File: src/hw/rtl/markdown_block_line_classifier_defines.svh
// Assertion macros for the markdown block line classifier.
`ifndef MARKDOWN_BLOCK_LINE_CLASSIFIER_DEFINES_SVH
`define MARKDOWN_BLOCK_LINE_CLASSIFIER_DEFINES_SVH

`ifndef SYNTHESIS

`define MBC_ASSERT(lbl, clk, rstn, prop) \
  lbl: assert property (@(posedge clk) disable iff (!rstn) (prop)) \
    else $error("mbc assertion failed");

`define MBC_ASSERT_SAME(lbl, clk, rstn, ante, cons) \
  lbl: assert property (@(posedge clk) disable iff (!rstn) (ante) |-> (cons)) \
    else $error("mbc assertion failed");

`define MBC_ASSERT_NEXT(lbl, clk, rstn, ante, cons) \
  lbl: assert property (@(posedge clk) disable iff (!rstn) (ante) |=> (cons)) \
    else $error("mbc assertion failed");

`else

`define MBC_ASSERT(lbl, clk, rstn, prop)
`define MBC_ASSERT_SAME(lbl, clk, rstn, ante, cons)
`define MBC_ASSERT_NEXT(lbl, clk, rstn, ante, cons)

`endif

`endif

File: src/hw/rtl/mbc_pkg.sv
// Shared types, constants and helpers of the markdown block line classifier.
package mbc_pkg;

  localparam int OffsetBits = 32;
  localparam int OutW       = 32;
  localparam int OutqDepth  = 4;
  localparam int OutqPtrW   = $clog2(OutqDepth);
  localparam int OutqCntW   = $clog2(OutqDepth + 1);

  typedef logic [OffsetBits-1:0] ofs_t;

  // Token kinds
  localparam logic [2:0] KindPara  = 3'd0;
  localparam logic [2:0] KindHead  = 3'd1;
  localparam logic [2:0] KindCode  = 3'd2;
  localparam logic [2:0] KindRule  = 3'd3;
  localparam logic [2:0] KindQuote = 3'd4;
  localparam logic [2:0] KindList  = 3'd5;
  localparam logic [2:0] KindEnd   = 3'd6;

  // Scan phases
  localparam logic [3:0] PhLead   = 4'd0;
  localparam logic [3:0] PhBody   = 4'd1;
  localparam logic [3:0] PhHrun   = 4'd2;
  localparam logic [3:0] PhHsp    = 4'd3;
  localparam logic [3:0] PhTick   = 4'd4;
  localparam logic [3:0] PhRule1  = 4'd5;
  localparam logic [3:0] PhRrun   = 4'd6;
  localparam logic [3:0] PhRtail  = 4'd7;
  localparam logic [3:0] PhQuote  = 4'd8;
  localparam logic [3:0] PhDigit  = 4'd9;
  localparam logic [3:0] PhClosed = 4'd10;

  // Characters
  localparam logic [7:0] ChNl    = 8'h0A;
  localparam logic [7:0] ChTab   = 8'h09;
  localparam logic [7:0] ChSpace = 8'h20;
  localparam logic [7:0] ChHash  = 8'h23;
  localparam logic [7:0] ChTick  = 8'h60;
  localparam logic [7:0] ChGt    = 8'h3E;
  localparam logic [7:0] ChDash  = 8'h2D;
  localparam logic [7:0] ChStar  = 8'h2A;
  localparam logic [7:0] ChUnder = 8'h5F;
  localparam logic [7:0] ChDot   = 8'h2E;
  localparam logic [7:0] ChZero  = 8'h30;
  localparam logic [7:0] ChNine  = 8'h39;

  // Rule character codes
  localparam logic [1:0] RcNone  = 2'd0;
  localparam logic [1:0] RcDash  = 2'd1;
  localparam logic [1:0] RcStar  = 2'd2;
  localparam logic [1:0] RcUnder = 2'd3;

  localparam logic [2:0] MaxHeadLevel = 3'd6;
  localparam logic [2:0] FenceTicks   = 3'd3;
  localparam logic [2:0] RuleMarks    = 3'd3;

  typedef struct packed {
    logic [2:0]      kind;
    logic [OutW-1:0] line_ofs;
    logic [OutW-1:0] line_len;
    logic [OutW-1:0] cont_ofs;
    logic [OutW-1:0] cont_len;
    logic [2:0]      level;
    logic            run_end;
  } mbc_res_t;

  // Results produced by one input byte: count and up to two entries
  typedef struct packed {
    logic [1:0] n;
    mbc_res_t   r0;
    mbc_res_t   r1;
  } mbc_wr_t;

  function automatic logic [1:0] rule_code(input logic [7:0] b);
    logic [1:0] rc;
    rc = RcNone;
    if (b == ChDash) rc = RcDash;
    else if (b == ChStar) rc = RcStar;
    else if (b == ChUnder) rc = RcUnder;
    return rc;
  endfunction

endpackage

File: src/hw/rtl/mbc_core.sv
// Line scanner: per-byte state update and line/end result generation.
`include "markdown_block_line_classifier_defines.svh"

module mbc_core
  import mbc_pkg::*;
(
  input  logic       clk_i,
  input  logic       rst_ni,
  input  logic       acc_i,
  input  logic [7:0] data_i,
  input  logic       fin_i,
  output mbc_wr_t    wr_o
);

  ofs_t       pos_q, pos_d;
  ofs_t       lstart_q, lstart_d;
  logic       fence_q, fence_d;
  logic [3:0] phase_q, phase_d;
  logic [2:0] kind_q, kind_d;
  ofs_t       cb_q, cb_d;
  logic [2:0] mc_q, mc_d;
  logic [1:0] rc_q, rc_d;

  logic       nl, fin_line;
  ofs_t       p, nxt, cend, f_cb, f_cl;
  logic [3:0] a_phase;
  logic [2:0] a_kind, a_mc, mc_inc, f_kind, f_lvl;
  ofs_t       a_cb;
  logic [1:0] a_rc, rc_in;
  logic       a_fence, f_empty;

  // Per-byte scan
  always_comb begin
    nl      = data_i == ChNl;
    p       = pos_q;
    nxt     = pos_q + ofs_t'(1);
    rc_in   = rule_code(data_i);
    mc_inc  = mc_q + 3'd1;
    a_phase = phase_q;
    a_kind  = kind_q;
    a_mc    = mc_q;
    a_cb    = cb_q;
    a_rc    = rc_q;
    a_fence = fence_q;
    if (!nl) begin
      unique case (phase_q)
        PhLead: begin
          if (data_i != ChSpace && data_i != ChTab) begin
            a_cb = p;
            a_mc = 3'd0;
            priority if (fence_q) begin
              if (data_i == ChTick) begin
                a_phase = PhTick;
                a_mc    = 3'd1;
              end else begin
                a_phase = PhBody;
                a_kind  = KindCode;
              end
            end else if (data_i == ChHash) begin
              a_phase = PhHrun;
              a_mc    = 3'd1;
            end else if (data_i == ChTick) begin
              a_phase = PhTick;
              a_mc    = 3'd1;
            end else if (rc_in != RcNone) begin
              a_phase = PhRule1;
              a_mc    = 3'd1;
              a_rc    = rc_in;
            end else if (data_i == ChGt) begin
              a_phase = PhQuote;
              a_cb    = nxt;
            end else if (data_i >= ChZero && data_i <= ChNine) begin
              a_phase = PhDigit;
            end else begin
              a_phase = PhBody;
              a_kind  = KindPara;
            end
          end
        end
        PhHrun: begin
          priority if (data_i == ChHash) begin
            if (mc_q < MaxHeadLevel) a_mc = mc_inc;
          end else if (data_i == ChSpace) begin
            a_phase = PhHsp;
          end else begin
            a_cb    = p;
            a_phase = PhBody;
            a_kind  = KindHead;
          end
        end
        PhHsp: begin
          if (data_i != ChSpace) begin
            a_cb    = p;
            a_phase = PhBody;
            a_kind  = KindHead;
          end
        end
        PhTick: begin
          if (data_i == ChTick) begin
            a_mc = mc_inc;
            if (mc_inc >= FenceTicks) begin
              if (fence_q) begin
                a_fence = 1'b0;
                a_phase = PhClosed;
                a_mc    = 3'd0;
              end else begin
                a_fence = 1'b1;
                a_cb    = nxt;
                a_phase = PhBody;
                a_kind  = KindCode;
                a_mc    = 3'd0;
              end
            end
          end else begin
            a_phase = PhBody;
            a_kind  = fence_q ? KindCode : KindPara;
            a_mc    = 3'd0;
          end
        end
        PhRule1: begin
          priority if (rc_in == rc_q && rc_q != RcNone) begin
            a_mc = mc_inc;
            if (mc_inc >= RuleMarks) a_phase = PhRrun;
          end else if (mc_q == 3'd1 && data_i == ChSpace && rc_q != RcUnder) begin
            a_cb    = nxt;
            a_phase = PhBody;
            a_kind  = KindList;
            a_mc    = 3'd0;
          end else begin
            a_phase = PhBody;
            a_kind  = KindPara;
            a_mc    = 3'd0;
          end
        end
        PhRrun: begin
          if (rc_in != rc_q) begin
            if (data_i == ChSpace) begin
              a_phase = PhRtail;
            end else begin
              a_phase = PhBody;
              a_kind  = KindPara;
              a_mc    = 3'd0;
            end
          end
        end
        PhRtail: begin
          if (data_i != ChSpace) begin
            a_phase = PhBody;
            a_kind  = KindPara;
            a_mc    = 3'd0;
          end
        end
        PhQuote: begin
          if (data_i == ChSpace) a_cb = nxt;
          a_phase = PhBody;
          a_kind  = KindQuote;
          a_mc    = 3'd0;
        end
        PhDigit: begin
          a_phase = PhBody;
          if (data_i == ChDot) begin
            a_cb   = nxt;
            a_kind = KindList;
            a_mc   = 3'd1;
          end else begin
            a_kind = KindPara;
            a_mc   = 3'd0;
          end
        end
        default: ;
      endcase
    end
  end

  // Line result
  always_comb begin
    cend    = nl ? p : nxt;
    f_cb    = a_cb;
    f_lvl   = 3'd0;
    f_empty = 1'b0;
    unique case (a_phase)
      PhLead: begin
        f_kind = a_fence ? KindCode : KindPara;
        f_cb   = cend;
      end
      PhBody: begin
        f_kind = a_kind;
        f_lvl  = a_mc;
      end
      PhHrun, PhHsp: begin
        f_kind = KindHead;
        f_cb   = cend;
        f_lvl  = a_mc;
      end
      PhTick:          f_kind = a_fence ? KindCode : KindPara;
      PhRrun, PhRtail: begin
        f_kind  = KindRule;
        f_empty = 1'b1;
      end
      PhQuote:         f_kind = KindQuote;
      PhClosed: begin
        f_kind  = KindCode;
        f_empty = 1'b1;
      end
      default:         f_kind = KindPara;
    endcase
    if (f_empty) begin
      f_cb = '0;
      f_cl = '0;
    end else begin
      f_cl = cend - f_cb;
    end
    fin_line = nl | fin_i;

    wr_o.n           = !acc_i ? 2'd0 : (fin_i ? 2'd2 : (nl ? 2'd1 : 2'd0));
    wr_o.r0.kind     = f_kind;
    wr_o.r0.line_ofs = OutW'(lstart_q);
    wr_o.r0.line_len = OutW'(ofs_t'(nxt - lstart_q));
    wr_o.r0.cont_ofs = OutW'(f_cb);
    wr_o.r0.cont_len = OutW'(f_cl);
    wr_o.r0.level    = f_lvl;
    wr_o.r0.run_end  = !fin_i;
    wr_o.r1.kind     = KindEnd;
    wr_o.r1.line_ofs = OutW'(nxt);
    wr_o.r1.line_len = '0;
    wr_o.r1.cont_ofs = '0;
    wr_o.r1.cont_len = '0;
    wr_o.r1.level    = 3'd0;
    wr_o.r1.run_end  = 1'b1;
  end

  // Next state
  always_comb begin
    pos_d    = pos_q;
    lstart_d = lstart_q;
    fence_d  = fence_q;
    phase_d  = phase_q;
    kind_d   = kind_q;
    cb_d     = cb_q;
    mc_d     = mc_q;
    rc_d     = rc_q;
    if (acc_i) begin
      pos_d = fin_i ? '0 : nxt;
      if (fin_line) begin
        lstart_d = fin_i ? '0 : nxt;
        fence_d  = fin_i ? 1'b0 : a_fence;
        phase_d  = PhLead;
        kind_d   = KindPara;
        cb_d     = '0;
        mc_d     = 3'd0;
        rc_d     = RcNone;
      end else begin
        fence_d = a_fence;
        phase_d = a_phase;
        kind_d  = a_kind;
        cb_d    = a_cb;
        mc_d    = a_mc;
        rc_d    = a_rc;
      end
    end
  end

  always_ff @(posedge clk_i or negedge rst_ni) begin
    if (!rst_ni) begin
      pos_q    <= '0;
      lstart_q <= '0;
      fence_q  <= 1'b0;
      phase_q  <= PhLead;
      kind_q   <= KindPara;
      cb_q     <= '0;
      mc_q     <= 3'd0;
      rc_q     <= RcNone;
    end else begin
      pos_q    <= pos_d;
      lstart_q <= lstart_d;
      fence_q  <= fence_d;
      phase_q  <= phase_d;
      kind_q   <= kind_d;
      cb_q     <= cb_d;
      mc_q     <= mc_d;
      rc_q     <= rc_d;
    end
  end

  `MBC_ASSERT_NEXT(a_fin_restart, clk_i, rst_ni, acc_i && fin_i,
                   pos_q == '0 && lstart_q == '0 && !fence_q)
  `MBC_ASSERT_NEXT(a_line_restart, clk_i, rst_ni, acc_i && fin_line,
                   phase_q == PhLead && mc_q == 3'd0)
  `MBC_ASSERT_SAME(a_line_start_behind, clk_i, rst_ni, phase_q != PhLead,
                   cb_q != lstart_q || pos_q != lstart_q)

endmodule

File: src/hw/rtl/mbc_outq.sv
// Result queue: takes up to two results per cycle, hands out one per cycle while popped.
`include "markdown_block_line_classifier_defines.svh"

module mbc_outq
  import mbc_pkg::*;
(
  input  logic     clk_i,
  input  logic     rst_ni,
  input  mbc_wr_t  wr_i,
  output logic     full_o,
  output logic     valid_o,
  input  logic     pop_i,
  output mbc_res_t res_o
);

  mbc_res_t              mem [OutqDepth];
  logic [OutqPtrW-1:0]   wr_ptr_q, wr_ptr_d;
  logic [OutqPtrW-1:0]   rd_ptr_q, rd_ptr_d;
  logic [OutqCntW-1:0]   cnt_q, cnt_d;
  logic                  do_pop;
  logic [OutqPtrW-1:0]   wr_ptr_1;

  always_comb begin
    do_pop   = pop_i && cnt_q != '0;
    wr_ptr_1 = wr_ptr_q + OutqPtrW'(1);
    wr_ptr_d = wr_ptr_q + OutqPtrW'(wr_i.n);
    rd_ptr_d = do_pop ? rd_ptr_q + OutqPtrW'(1) : rd_ptr_q;
    cnt_d    = cnt_q + OutqCntW'(wr_i.n) - OutqCntW'(do_pop);
    valid_o  = cnt_q != '0;
    full_o   = cnt_q > OutqCntW'(OutqDepth - 2);
  end

  always_ff @(posedge clk_i) begin
    if (wr_i.n != 2'd0) mem[wr_ptr_q] <= wr_i.r0;
    if (wr_i.n == 2'd2) mem[wr_ptr_1] <= wr_i.r1;
  end

  always_ff @(posedge clk_i or negedge rst_ni) begin
    if (!rst_ni) begin
      wr_ptr_q <= '0;
      rd_ptr_q <= '0;
      cnt_q    <= '0;
    end else begin
      wr_ptr_q <= wr_ptr_d;
      rd_ptr_q <= rd_ptr_d;
      cnt_q    <= cnt_d;
    end
  end

  assign res_o = mem[rd_ptr_q];

  `MBC_ASSERT(a_cnt_bound, clk_i, rst_ni, cnt_q <= OutqCntW'(OutqDepth))
  `MBC_ASSERT_SAME(a_no_overflow, clk_i, rst_ni, wr_i.n != 2'd0,
                   cnt_q <= OutqCntW'(OutqDepth - 2))
  `MBC_ASSERT_NEXT(a_pop_drains, clk_i, rst_ni, do_pop && wr_i.n == 2'd0,
                   cnt_q == $past(cnt_q) - OutqCntW'(1))

endmodule

File: src/hw/rtl/markdown_block_line_classifier.sv
// Markdown block line classifier: top level.
// Items enter the registered result queue when their byte is taken, an end item last.
// One byte per cycle unless stalled; a final byte yields two items, popped one per cycle.
// Input stalls only while the four-entry result queue holds more than two items.
// Reset (rst_ni low, asynchronous) clears scan state, offsets and the result queue.
module markdown_block_line_classifier
  import mbc_pkg::*;
(
  input  logic        clk_i,
  input  logic        rst_ni,
  input  logic        in_valid_i,
  output logic        in_stall_o,
  input  logic [7:0]  data_byte_i,
  input  logic        final_byte_i,
  output logic        out_valid_o,
  input  logic        out_stall_i,
  output logic [2:0]  token_kind_o,
  output logic [31:0] line_offset_o,
  output logic [31:0] line_length_o,
  output logic [31:0] content_offset_o,
  output logic [31:0] content_length_o,
  output logic [2:0]  level_o,
  output logic        run_end_o
);

  mbc_wr_t  wr;
  mbc_res_t res;
  logic     full;
  logic     acc;

  assign acc        = in_valid_i && !full;
  assign in_stall_o = full;

  mbc_core u_core (
    .clk_i  (clk_i),
    .rst_ni (rst_ni),
    .acc_i  (acc),
    .data_i (data_byte_i),
    .fin_i  (final_byte_i),
    .wr_o   (wr)
  );

  mbc_outq u_outq (
    .clk_i   (clk_i),
    .rst_ni  (rst_ni),
    .wr_i    (wr),
    .full_o  (full),
    .valid_o (out_valid_o),
    .pop_i   (!out_stall_i),
    .res_o   (res)
  );

  assign token_kind_o     = res.kind;
  assign line_offset_o    = res.line_ofs;
  assign line_length_o    = res.line_len;
  assign content_offset_o = res.cont_ofs;
  assign content_length_o = res.cont_len;
  assign level_o          = res.level;
  assign run_end_o        = res.run_end;

endmodule

File: config.mk
export PLATFORM = sky130hd
export DESIGN_NAME = markdown_block_line_classifier
export DESIGN_NICKNAME = d
export VERILOG_FILES = /design/src/hw/rtl/mbc_pkg.sv /design/src/hw/rtl/mbc_core.sv /design/src/hw/rtl/mbc_outq.sv /design/src/hw/rtl/markdown_block_line_classifier.sv
export VERILOG_INCLUDE_DIRS = /design/src /design/src/hw/rtl
export SDC_FILE = /design/constraint.sdc
export NUM_CORES = 1
export LEC_CHECK = 0
export CORE_MARGIN = 2
export CORE_UTILIZATION = 50
export CTS_CLUSTER_SIZE = 10
export DETAILED_ROUTE_END_ITERATION = 10
export DONT_BUFFER_PORTS = 1
export PLACE_DENSITY = 0.75
export SETUP_SLACK_MARGIN = 0.2
export SYNTH_ARGS = -nofsm -noshare
export SYNTH_HDL_FRONTEND = slang
export SYNTH_SLANG_ARGS = --single-unit
File: constraint.sdc
create_clock -name clk_i -period 6.62 [get_ports clk_i]
set_input_delay 0.662 -clock clk_i [delete_from_list [all_inputs] [get_ports clk_i]]
set_output_delay 0.662 -clock clk_i [all_outputs]
set_load 0.01 [all_outputs]
==> run metrics, run 1 <==
setup TNS=0 ns; Seq cells post-synth=656; WS Path Type=reg2reg; synth top area cells=dfxtp_1 (25%), edfxtp_1 (12%), mux4_2 (9.2%), dfrtp_1 (8.8%), a22o_1 (5.5%); Reg2Reg Depth=20; Worst R2R Start=u_core.phase_q[3]; Yosys Warn Count=0; Core ar.=0.0654 sq mm; CTS tree=done; first-pass GRT wire length=158000 microns; failing checks=hold timing; worst hold path class=in2async; Yosys cell types=91; Area growth, synth to finish=9.53%; setup bufs post-CTS=0; Critical Path Fanout Max=32; Cell Area, Synth=0.0329 sq mm; antenna violations before repair=1; I/O Buffers=0; CP required=7.12 ns; most frequent cells in the layout=dfxtp_1 (412), o21ai_0 (321), nand2_1 (301); Critical Path AT=6.54 ns; pin count of the biggest net entering global routing=117; Synth async-reset ratio=17.7%; synthesized area per cell=10.1 sq um; CTS root buf=clkbuf_16; Initial Util=50.3%; Clock Tree Buf Depth=3; Pleak=14.0 nW; first drt pass iteration count=6; sink count of the clock tree=656; Hold Vio Cnt, Final=3; vias in the first global route=25600; CTS buffer count=77; drt initial violations=3750; flop-to-flop setup slack=0.58 ns; PwrDens=457 mW/mm^2; final hold slack=-0.0219 ns; slew of the pin with the lowest slew margin=1.31 ns; RSZ-0062 raised after global routing=false; Max Clk Rate=166 MHz; share of Yosys cell area claimed by the top area cell type=25.1%; Worst slew margin=11.3%; Setup violations, final=0; top cell family by delay on the critical path=compound AO/OA/AOI/OAI gates; most common cell after layout, fill and taps aside=dfxtp_1; Mapped Nets=3358; Period Utilization, post-route=91.2%; Mapped Cells=3269; post-DR wirelength/cell=25.6 microns; layout cells sized above 1=11.5%; # diodes=0; drt drc=0; Vias/cell=6.72; Setup Skew=0.0296 ns; crit end category=register; RR Endpoint=u_outq.mem[1][35]; Primary FF master, synth=dfxtp_1; Rows=94; maximum vdd drop=0.303 mV; die area=0.0678 sq mm; final WL=105000 microns; post-synthesis sequential area ratio=45.6%; Final Net Count=3270; die height=260 microns; MaxCap Viol Count=0; largest incremental delay on the critical path=0.79 ns; Synth area leader=dfxtp_1; post-route minimum period=6.04 ns; gpl congestion=1.03; GRT overflow=0; I/O Pins=150; Clock transition at path regs=0.06 ns; Via Count=27400; Total GRT Usage=30.1%; Post-synth EDFFs=128; Clock Latency Late Sink=0.63 ns; die width=260 microns; # H-tree levels=3; Final ANT Viol Nets=0; final slew viol count=0; post-DP HPWL=68600 microns; type of origin of the critical path=register; worst path cell trace=or4b_2, nor3_1, nand3_1, and3_1, o2111ai_1, a211oi_2, nor3_4, buf_12, mux2i_2, inv_1, ha_1, a21o_1, a21o_1, a21oi_1, o211ai_1, a221o_1, a21oi_1, o31a_1, xnor2_1, a22o_1; Bufs and invs on worst path=2; status=finished with violations; Critical-path top delay cell=or4b_2
[stage by stage]
stage	utilization [%]	setup slack [ns]	cell area (sq um)	power, W	std cells
after floorplan	-	0.460	32900	0.0101	3269
after global placement	51.6	0.269	33800	0.0124	3965
after detailed placement	51.6	0.194	33800	0.0124	3965
after CTS	55.0	0.446	36000	0.0163	4084
after global routing	55.1	0.294	36000	0.0171	4084
final	55.1	0.580	36000	0.0164	4084
[cell families (layout without fill, tap and decap cells)]
| kind of cell | Yosys count | after routing | share of synthesized area [%] |
|---|---|---|---|
| AOI/OAI and AO/OA | 1084 | 1084 | 21.9 |
| and+or+nand+nor | 779 | 779 | 11.5 |
| DFF | 656 | 656 | 45.6 |
| buffers and inverters | 388 | 339 | 4.61 |
| muxes | 169 | 169 | 10.4 |
| xor gates and xnor gates | 117 | 117 | 3.12 |
| adders and majority gates | 76 | 76 | 2.96 |
[worst reg2reg max path, stage by stage, from the launching register on]
cell and delay, ns:
dfrtp_1 0.61, or4b_2 0.80, nor3_1 0.26, nand3_1 0.18, and3_1 0.23, o2111ai_1 0.14, a211oi_2 0.17, nor3_4 0.18
buf_12 0.26, mux2i_2 0.41, inv_1 0.09, ha_1 0.40, a21o_1 0.21, a21o_1 0.17, a21oi_1 0.16, o211ai_1 0.27
a221o_1 0.44, a21oi_1 0.32, o31a_1 0.22, xnor2_1 0.14, a22o_1 0.26
[layer usage]
metal / part of all wire (%) / global-route usage [%] / vias up / wire [microns]
li1: - / - / 12100 / -
met3: 11 / 6.62 / 243 / 11300
met4: 4.2 / 12.6 / 0 / 4360
met1: 41 / 42.5 / 13400 / 42700
met2: 44 / 44.9 / 1668 / 46100
met5: 0 / 0 / - / 0
[flip-flops by register name (all words and copies together) (netlist names)]
register,cells
u_core.fence_q,1
u_outq.cnt_q,3
u_outq.mem,540
u_outq.wr_ptr_q,2
u_outq.rd_ptr_q,2
u_core.cb_q,32
u_core.lstart_q,32
u_core.p,32
u_core.rc_q,2
u_core.phase_q,4
u_core.mc_q,3
u_core.kind_q,3
[power by group]
group | total [W] | switching [W] | leakage, nW | internal [W]
Combinational | 0.00735 | 0.00467 | 6.76 | 0.00268
Sequential | 0.00522 | 0.000496 | 6.16 | 0.00472
Clock | 0.00386 | 0.00164 | 1.07 | 0.00223
[repair_timing]
action	in CTS	in global routing
gates resized for setup	0	4
endpoints found under the hold margin	116	0
endpoints found under the setup margin	0	23
hold buffers	1	0
[Yosys cell counts, types with 6 or more instances]
master,number
a211o_1,7
a211oi_1,7
a21o_1,63
a21oi_1,116
a221o_1,6
a221oi_1,10
a22o_1,205
a22oi_1,24
a31oi_1,11
and2_1,9
and3_1,33
and4_1,10
buf_1,40
buf_2,27
clkbuf_1,190
dfrtp_1,116
dfxtp_1,412
edfxtp_1,128
ha_1,73
inv_1,125
mux2i_1,24
mux2i_2,6
mux4_2,135
nand2_1,305
nand2b_1,21
nand3_1,151
nand3b_1,10
nand4_1,23
nor2_1,110
nor2b_1,20
nor3_1,30
o211ai_1,19
o21a_1,13
o21ai_0,321
o21ai_1,22
o21bai_1,12
o22ai_1,154
o31ai_1,29
o32ai_1,6
or3_1,13
xnor2_1,74
xor2_1,43
[area by class of cell]
class / count / area [sq um]
fillers: 5658 / 29400
multi-input cells: 2225 / 16500
flip-flops and latches: 656 / 15000
clock buffers: 111 / 2110
well taps: 864 / 1080
repair buffers: 96 / 778
inverters: 125 / 469
clock inverters: 7 / 93.8
[worst max-delay path by stage]
stage	start	depth (start not counted)	endpoint
after floorplan	data_byte_i[1]	21	u_outq.mem[0][34]
after global routing	u_core.p[0]	20	u_outq.mem[3][34]
after detailed placement	data_byte_i[1]	21	u_outq.mem[1][34]
final	u_core.phase_q[3]	20	u_outq.mem[1][35]
after global placement	data_byte_i[1]	21	u_outq.mem[0][34]
after CTS	u_core.phase_q[3]	19	u_outq.mem[3][34]
Note: power is estimated with default switching activity, not from simulation.
==> run 2: changes to the inputs <==
Settings changed: PLACE_DENSITY 0.75 to not set.
==> run metrics, run 2 (synthesis results as in run 1) <==
Pleak=14.1 nW (was 14.0 nW); post-DR wirelength/cell=28.4 microns (was 25.6 microns); # H-tree levels=3 (unchanged); post-DP HPWL=77700 microns (was 68600 microns); total power=0.0168 W (was 0.0164 W); CP required=7.19 ns (was 7.12 ns); sink count of the clock tree=656 (unchanged); first drt pass iteration count=6 (unchanged); layout cells sized above 1=12.2% (was 11.5%); die height=260 microns (unchanged); first-pass GRT wire length=172000 microns (was 158000 microns); CTS buffer count=78 (was 77); die area=0.0678 sq mm (unchanged); type of origin of the critical path=register (unchanged); Clock Tree Buf Depth=3 (unchanged); RSZ-0062 raised after global routing=false (unchanged); failing checks=hold timing (unchanged); pin count of the biggest net entering global routing=117 (unchanged); Setup violations, final=0 (unchanged); slew of the pin with the lowest slew margin=1.26 ns (was 1.31 ns); die width=260 microns (unchanged); setup bufs post-CTS=0 (unchanged); Final ANT Viol Nets=0 (unchanged); Worst slew margin=16.0% (was 11.3%); Max Clk Rate=165 MHz (was 166 MHz); most frequent cells in the layout=dfxtp_1 (412), o21ai_0 (321), nand2_1 (301) (unchanged); number of flip-flops in the largest register=540 (unchanged); final slew viol count=0 (unchanged); PwrDens=464 mW/mm^2 (was 457 mW/mm^2); final WL=117000 microns (was 105000 microns); Rows=94 (unchanged); Critical-path top delay cell=dfrtp_1 (was or4b_2); post-route insts no fill=4107 (was 4084); gpl congestion=0.944 (was 1.03); drt drc=0 (unchanged); final hold slack=-0.0269 ns (was -0.0219 ns); Vias/cell=6.70 (was 6.72); crit end category=register (unchanged); Period Utilization, post-route=91.6% (was 91.2%); vias in the first global route=26300 (was 25600); drt initial violations=3267 (was 3750); most common cell after layout, fill and taps aside=dfxtp_1 (unchanged); worst path cell trace=or4b_2, nor3_1, nand3_1, and3_1, o2111ai_1, a211oi_2, nor3_4, buf_12, mux2i_2, inv_1, ha_1, a21o_1, a21o_1, a21oi_1, o32ai_1, a221oi_1, o311ai_0, buf_4, o311ai_0, buf_4, a22o_1 (was or4b_2, nor3_1, nand3_1, and3_1, o2111ai_1, a211oi_2, nor3_4, buf_12, mux2i_2, inv_1, ha_1, a21o_1, a21o_1, a21oi_1, o211ai_1, a221o_1, a21oi_1, o31a_1, xnor2_1, a22o_1); Reg with most FFs=u_outq.mem (unchanged); Setup Skew=0.0400 ns (was 0.0296 ns); fin util=55.5% (was 55.1%); I/O Buffers=0 (unchanged); largest incremental delay on the critical path=0.74 ns (was 0.79 ns); Hold Vio Cnt, Final=2 (was 3); maximum vdd drop=0.396 mV (was 0.303 mV); placed cell count=3986 (was 3965); setup TNS=0 ns (unchanged); WS Path Type=reg2reg (unchanged); Initial Util=50.3% (unchanged); filler instances=5782 (was 5658); Core ar.=0.0654 sq mm (unchanged); CTS root buf=clkbuf_16 (unchanged); Total GRT Usage=33.8% (was 30.1%); Critical Path AT=6.63 ns (was 6.54 ns); post-route minimum period=6.06 ns (was 6.04 ns); worst hold path class=in2async (unchanged); antenna violations before repair=1 (unchanged); status=finished with violations (unchanged); GRT overflow=0 (unchanged); Area growth, synth to finish=10.3% (was 9.53%); Clock transition at path regs=0.06 ns (about the same); I/O Pins=150 (unchanged); Clock Latency Late Sink=0.64 ns (was 0.63 ns); Via Count=27500 (was 27400); Final Net Count=3292 (was 3270); Critical Path Fanout Max=31 (was 32); CTS tree=done (unchanged); MaxCap Viol Count=0 (unchanged)
## run 2: cell types whose count changed in the layout (fill, tap and decap cells not counted), sizes merged
cell      delta
inv          -1
diode        +1
clkinv       +4
clkinvlp     +1
buf         +21
clkbuf       -3
## run 2: what timing repair did
item / CTS / global route
hold buffers: 1 / 0
setup endpoints to repair: 0 / 4
hold endpoints to repair: 116 / 0
gates resized for setup: 0 / 2
## run 2: final cells by class
type                    count  area [sq um]  area share, %
clock buffers             108          2130           5.86
inverters                 125           469           1.29
diodes                      1          2.50        0.00690
multi-input cells        2225         16500           45.4
flip-flops and latches    656         15000           41.4
well taps                 864          1080           2.98
repair buffers            117           936           2.58
clock inverters            11           184          0.507
## run 2: worst paths after layout
kind | start | endpoint | slack, ns | cells past startpoint
worst max-delay path | u_core.phase_q[2] | u_outq.mem[2][34] | 0.56 | 21
worst min-delay path | rst_ni | u_core.mc_q[1] | -0.03 | 1
worst max register to register | u_core.phase_q[2] | u_outq.mem[2][34] | 0.56 | 21
worst min register to register | u_outq.mem[3][4] | u_outq.mem[3][4] | 0.45 | 2
max in group asynchronous | rst_ni | u_outq.rd_ptr_q[1] | 6.06 | 1
min in group clk_i | final_byte_i | u_core.p[28] | 0.14 | 1
## run 2: metal layers
layer	GRT usage [%]	wire length (microns)	vias to the layer above	share of wire, %
met4	10.3	3330	0	2.9
li1	-	-	12100	-
met5	0	0	-	0
met3	7.87	11200	188	9.5
met2	51.7	52200	1281	45
met1	47.7	50200	13900	43
## run 2: metrics by stage
step                      hold slack, ns  cell area [sq um]  worst slack [ns]
final                            -0.0269              36300             0.558
after global routing              0.0199              36300             0.224
after CTS                        0.00800              36300             0.590
after detailed placement           0.372              33900             0.398
after global placement             0.373              33900             0.495
after floorplan                    0.366              32900             0.460
## run 2: worst max-delay path, delay by kind of cell, from the launching register on
family | cells | cell delay [ns]
AO/OA/AOI/OAI | 10 | 2.04
multiplexers | 1 | 0.49
buffers and inverters | 4 | 0.74
adder cells (fa/ha/maj) | 1 | 0.40
flip-flops | 1 | 0.74
AND/OR/NAND/NOR | 5 | 1.59
## run 2: report_power, final
| part | internal (W) | leakage [nW] | switching (W) | total [W] |
|---|---|---|---|---|
| Combinational | 0.00274 | 6.85 | 0.00491 | 0.00765 |
| Clock | 0.00228 | 1.11 | 0.00171 | 0.00399 |
| Sequential | 0.00472 | 6.16 | 0.000463 | 0.00519 |
| Total | 0.00974 | 14.1 | 0.00708 | 0.0168 |
